### src/hdl/sbbf_pkg.sv
`default_nettype none
package sbbf_pkg;

    localparam int LANES        = 8;
    localparam int LANE_W       = 32;
    localparam int POS_W        = $clog2(LANE_W);
    localparam int SEL_SHIFT    = LANE_W - POS_W;
    localparam int BUCKET_W     = LANES * LANE_W;
    localparam int CFG_IDX_W    = $clog2(LANES);

    localparam int IDX_W        = 10;
    localparam int BUCKET_COUNT = 1024;
    // rows above the reach of the index field can never be addressed
    localparam int ROWS         = (BUCKET_COUNT < (1 << IDX_W)) ? BUCKET_COUNT : (1 << IDX_W);
    localparam int ROW_W        = (ROWS > 1) ? $clog2(ROWS) : 1;

    // reciprocal for index mod ROWS, quotient low by at most one
    localparam int RECIP_SHIFT  = 2 * IDX_W;
    localparam int RECIP_W      = RECIP_SHIFT + 1;
    localparam int RECIP        = (1 << RECIP_SHIFT) / ROWS;

    localparam int FIFO_DEPTH   = 4;
    localparam int FIFO_PTR_W   = $clog2(FIFO_DEPTH);
    localparam int OCC_W        = $clog2(FIFO_DEPTH + 1);

    typedef logic [LANES-1:0][LANE_W-1:0] lane_words_t;

    localparam lane_words_t SALT_RESET = {
        32'd1550580529, 32'd2667345991, 32'd770785867,  32'd1884591559,
        32'd2729259677, 32'd2284105051, 32'd1150766481, 32'd1203114875
    };

    typedef enum logic
    {
        ACT_INSERT = 1'b0,
        ACT_FIND   = 1'b1
    } action_t;

    typedef struct packed
    {
        logic push;
        logic present;
    } result_push_t;

endpackage
`default_nettype wire

### src/hdl/sbbf_out_fifo.sv
`default_nettype none
module sbbf_out_fifo (
    input  wire logic                   clk,
    input  wire logic                   rst_n,
    input  wire sbbf_pkg::result_push_t wr,
    output logic                        out_valid,
    input  wire logic                   out_ready,
    output logic                        out_data
);

    logic [sbbf_pkg::FIFO_DEPTH-1:0] data_reg;
    logic [sbbf_pkg::FIFO_PTR_W-1:0] wr_ptr_reg, wr_ptr_next;
    logic [sbbf_pkg::FIFO_PTR_W-1:0] rd_ptr_reg, rd_ptr_next;
    logic [sbbf_pkg::OCC_W-1:0]      count_reg, count_next;
    logic                            pop;

    assign out_valid = (count_reg != '0);
    assign out_data  = data_reg[rd_ptr_reg];
    assign pop       = out_valid && out_ready;

    always_comb
    begin
        wr_ptr_next = wr.push ? wr_ptr_reg + 1'b1 : wr_ptr_reg;
        rd_ptr_next = pop ? rd_ptr_reg + 1'b1 : rd_ptr_reg;
        count_next  = count_reg + sbbf_pkg::OCC_W'(wr.push) - sbbf_pkg::OCC_W'(pop);
    end

    always_ff @(posedge clk or negedge rst_n)
    begin
        if (!rst_n)
        begin
            wr_ptr_reg <= '0;
            rd_ptr_reg <= '0;
            count_reg  <= '0;
        end
        else
        begin
            wr_ptr_reg <= wr_ptr_next;
            rd_ptr_reg <= rd_ptr_next;
            count_reg  <= count_next;
        end
    end

    always_ff @(posedge clk)
    begin
        if (wr.push)
        begin
            data_reg[wr_ptr_reg] <= wr.present;
        end
    end

endmodule
`default_nettype wire

### config.mk
export PLATFORM = sky130hd
export DESIGN_NAME = sbbf_out_fifo
export DESIGN_NICKNAME = d
export VERILOG_FILES = /design/src/hdl/sbbf_pkg.sv /design/src/hdl/sbbf_out_fifo.sv
export SDC_FILE = /design/constraint.sdc
export NUM_CORES = 1
export LEC_CHECK = 0
export BUFFER_PORTS_ARGS = -buffer_cell sky130_fd_sc_hd__buf_2
export CAP_MARGIN = 20
export CORE_MARGIN = 4
export CORE_UTILIZATION = 40
export DETAILED_ROUTE_END_ITERATION = 16
export PLACE_DENSITY = 0.56
export SYNTH_ARGS = -nofsm -noshare
export SYNTH_HDL_FRONTEND = slang
export SYNTH_SLANG_ARGS = --single-unit
### constraint.sdc
create_clock -name clk -period 3.1 [get_ports clk]
set_input_delay 0.155 -clock clk [delete_from_list [all_inputs] [get_ports clk]]
set_output_delay 0.155 -clock clk [all_outputs]
set_load 0.05 [all_outputs]
* After elaboration in Yosys (flattened, before gate mapping) *
Index checks and enable logic that the tools add are counted.

storage, ports and cells
  register bits = 11
  bits of input ports = 5
  output and inout bits = 2
  logic and storage cells = 19

cells by class
  $add $sub $neg = 4
  magnitude comparators = 3
  multiplexer cells = 5
  reduce and logical (&&, ||, !) cells = 3

operators with widths
  cell                 number
  $lt 2x3->1 const B   2
  $add 2x1->2 const B  2
  $bwmux 4             1
  $add 3x1->3          1
  $reduce_bool 3->1    1
  $sub 3x1->3          1
  $bmux 1 s2           1
  $demux 1 s2          1
  $ge 2x1->1 const B   1
  $logic_and 1x1->1    2
  $mux 1               2

* Longest topological paths before layout *
  word-level depth = 5
  depth in mapped cells = 7
  mapped depth without buffers = 7

* Least setup slack after synthesis *
No wires, ideal clock.

  path type = reg2reg
  start = register count_reg[1] (netlist name)
  end = register count_reg[2] (netlist name)
  library setup time = 123 ps
  arrival = 1,807 ps
  required time = 2,977 ps
  setup slack = 1,170 ps
  stages on the path, launching flop included = 8
  path buffers = 0
  period minus slack after synthesis = 1,930 ps
  path through = dfrtp_1 > o31a_1 > ha_1 > inv_1 > ha_1 > fa_1 > xnor2_1 > xnor2_1

between the ends
  word-level cells in the longest chain between the ends = 3
  elaborated cells on any way between the ends = 4
  classes of those cells = add/sub: 2; reduce/logical: 2

ends and longest elaborated chain
  element                   RTL line             RTL
  start: declaration        sbbf_out_fifo.sv:14  logic [sbbf_pkg::OCC_W-1:0] count_reg, count_next;
  start signal: assignment  sbbf_out_fifo.sv:40  count_reg <= count_next;
  $reduce_bool 3->1         sbbf_out_fifo.sv:17  assign out_valid = (count_reg != '0);
  $logic_and 1x1->1         sbbf_out_fifo.sv:19  assign pop = out_valid && out_ready;
  net pop                   sbbf_out_fifo.sv:15  logic pop;
  $sub 3x1->3               sbbf_out_fifo.sv:25  count_next = count_reg + sbbf_pkg::OCC_W'(wr.push) - sbbf_pkg::OCC_W'(pop);
  net count_next (one bit)  sbbf_out_fifo.sv:14

The timed path passes the listed nets, and every way through them passes these cells.
A chain may end at the register's enable or synchronous reset.

* Final worst setup path *
Ends and elaborated chain as after synthesis.

==> implementation parameters <==
Parameter                              Value

Detailed routing
  Overall routed net length ... 733 um
  Detailed router's first-iteration violation count ... 0
  Via density ... 4.554
  Number of remaining DRC errors ... 0
  Via count ... 296
  Mean routed wirelength per cell ... around 11 um
  Number of antenna-violating nets in the routed design ... 0
  Pre-antenna DRT Iters ... 1

Global route
  GRT Util Overall ... 0.08932
  First-pass GRT wire length ... roughly 1200 um
  Largest net degree at the start of global routing ... 9
  Antenna violations before repair ... 0
  Via count of the first global-routing pass ... roughly 300
  Grt total ovfl ... 0

Power and ir drop
  Peak supply drop ... 419.4 uV
  Lkg Pwr ... 0.2843 nW
  Pwr per Cell Area ... 977.6 nW/um^2

Clock network
  Number of hold buffers added after CTS ... 1
  Worst-Skew Late Latency ... 0.27 ns
  Buffers inserted by post-CTS timing repair ... 0
  Clock sink total ... 11
  TritonCTS buffer count ... 3
  CTS clk-pin slew, worst paths ... 0.07 ns
  TritonCTS clock tree ... yes
  Maximum clock insertion buffer count ... 2
  Number of gates given a new drive strength after cts ... 0
  H-tree levels ... 1
  Clock Root Buffer ... sky130_fd_sc_hd__clkbuf_4

Critical path
  Required time of the critical path ... 3.29 ns
  Reg2reg setup slack ... 1.06 ns
  Crit end category ... flop
  Arrival @ worst endpoint ... roughly 2.2 ns
  Worst reg2reg startpoint ... count_reg[1]
  Largest incremental delay on the critical path ... 0.42 ns
  Critical-path cell with the highest stage delay ... sky130_fd_sc_hd__dfrtp_1
  Buffer and inverter count on the worst path ... 1
  Delay-heaviest family, CP ... adder cells
  Critical path fanouts, max ... 4
  Crit start category ... flop
  Kind of critical path ... reg2reg
  Critical Path, Cell by Cell ... o31a_1 -> ha_1 -> inv_1 -> ha_1 -> fa_1 -> xnor2_1 -> xnor2_1
  Crit path launch ... count_reg[1]

Synthesis
  #FFs+latches synth ... 11
  Synthesized netlist cell count ... 39
  Ranking of synthesized cells by area ... sky130_fd_sc_hd__dfrtp_1 32%, sky130_fd_sc_hd__edfxtp_1 22%, sky130_fd_sc_hd__ha_1 14%, sky130_fd_sc_hd__xnor2_1 4.8%, sky130_fd_sc_hd__and2_1 4.6%
  Synthesized area ... 544.3 um^2
  Nets in the synthesized netlist ... 51
  Count of synthesis-stage warnings from yosys ... 0
  Number of enable flip-flop cells after synthesis ... 4
  Area fraction of the dominant cell type after synthesis ... 0.3218
  Main synth FF type ... sky130_fd_sc_hd__dfrtp_1
  Share of flip-flops with an asynchronous set or reset ... 0.6364
  Most area-hungry cell type in the Yosys netlist ... sky130_fd_sc_hd__dfrtp_1
  Mapped Avg Cell Area ... 13.96 um^2
  Synth cell types ... 14
  Part of the Yosys area used for sequential elements ... 0.5425

STA
  Largest clock skew in the final design ... 0.0007192 ns
  Aggregate negative setup slack ... 0 ns
  Fmax achieved ... about 500 MHz
  Slew Viols, Final ... 0
  Final setup violating endpoints ... 0
  Setup repair after global routing missed its margin ... false
  Least-Margin Pin Slew ... 0.2494 ns
  Final period demand of the worst path ... 2.038 ns
  Number of hold violations in the final report ... 0
  Worst rel slew slack ... 0.8335
  Share of the clock period used by the worst path after layout ... 0.6575

Layout
  Fraction of layout cells with a size suffix above 1 ... 0.2200
  Number of flip-flops under the largest register name ... 4
  Number of standard cells in the layout, taps in and fillers out ... 65
  Fill cell count ... roughly 120
  NumNets Final ... 63
  Number of antenna repair diodes ... 0
  Layout-stage area growth over the synthesis result ... 15.63%
  Most common cell after layout, fill and taps aside ... sky130_fd_sc_hd__dfrtp_1
  Commonest cells after routing, fill and taps aside ... 7 x sky130_fd_sc_hd__dfrtp_1, 6 x sky130_fd_sc_hd__inv_1, 6 x sky130_fd_sc_hd__ha_1, 6 x sky130_fd_sc_hd__buf_2

Floorplan
  Die Height ... 44.89 um
  Die area ... 2015 um^2
  Io pins ... 7
  Initial core utilization ... 0.4236
  Core footprint ... 1285 um^2
  Std cell rows ... 13
  Chip Width ... 44.89 um

Place
  DPL Wire Length ... 589.1 um
  Count of port buffers added during placement ... 6
  GP Congestion ... 0.6692
  Cell Count Post-Placement ... 60

Worst hold path
  Worst min-delay path startpoint ... wr[0]
  Min-delay worst type ... in2reg

Job
  Number of maximum-capacitance violations ... 0

Run status
  Status ... finished, final reports clean
==> cell type report <==
class	count	area, um^2	share of cell area
Sequential cell	11	295.3	0.4692
Multi-Input combinational cell	22	226.5	0.3598
Timing Repair Buffer	7	40.04	0.06362
Clock buffer	4	26.28	0.04175
Inverter	6	22.52	0.03579
Tap cell	15	18.77	0.02982
==> synth_stat cells, drive strengths merged, types with 2 or more instances <==
master / instances
ha: 6
and2: 4
dfrtp: 7
xor2: 2
inv: 6
xnor2: 3
edfxtp: 4
==> cell families (layout without fill, tap and decap cells) <==
logic type	count (synthesis)	in the layout	share of synthesized area
AOI/OAI and AO/OA	3	3	0.05517
buffers and inverters	6	17	0.04138
and+or+nand+nor	6	6	0.06436
DFF	11	11	0.5425
muxes	1	1	0.04138
xor gates and xnor gates	5	5	0.08047
adders and majority gates	7	7	0.1747
==> power breakdown <==
group / leakage (nW) / switching [mW] / internal (mW)
combinational: 0.150 / 0.140 / 0.112
sequential: 0.119 / 0.0547 / 0.213
clock: 0.0150 / 0.0458 / 0.0498
total: 0.284 / 0.240 / 0.375
==> final timing paths <==
kind,endpoint,cells past startpoint
min reg2reg,rd_ptr_reg[1],1
max in group asynchronous,wr_ptr_reg[1],2
max,count_reg[2],7
max reg2reg,count_reg[2],7
min in group asynchronous,rd_ptr_reg[1],2
min,data_reg[2],1
==> per-stage QoR <==
stage	total power, mW	setup WS (ns)	utilization	cell area (um^2)	hold slack, ns
floorplan	0.4668	1.170	-	544.3	-0.1406
global placement	0.5056	1.144	0.4615	593.1	-0.003891
detailed placement	0.5254	1.080	0.4615	593.1	0.001307
CTS	0.6270	1.059	0.4898	629.4	0.08899
global route	0.6670	0.9540	0.4898	629.4	0.09105
finish	0.6153	1.062	0.4898	629.4	0.09791
==> per-layer routing <==
layer / track usage / vias up / routed length (um)
met1: 0.07653 / 136 / 270
met3: 0.02390 / 4 / 37
met2: 0.1519 / 6 / 387
li1: - / 150 / -
met5: 0 / - / 0
met4: 0.1053 / 0 / 38
Power figures use the tool's default switching activity.
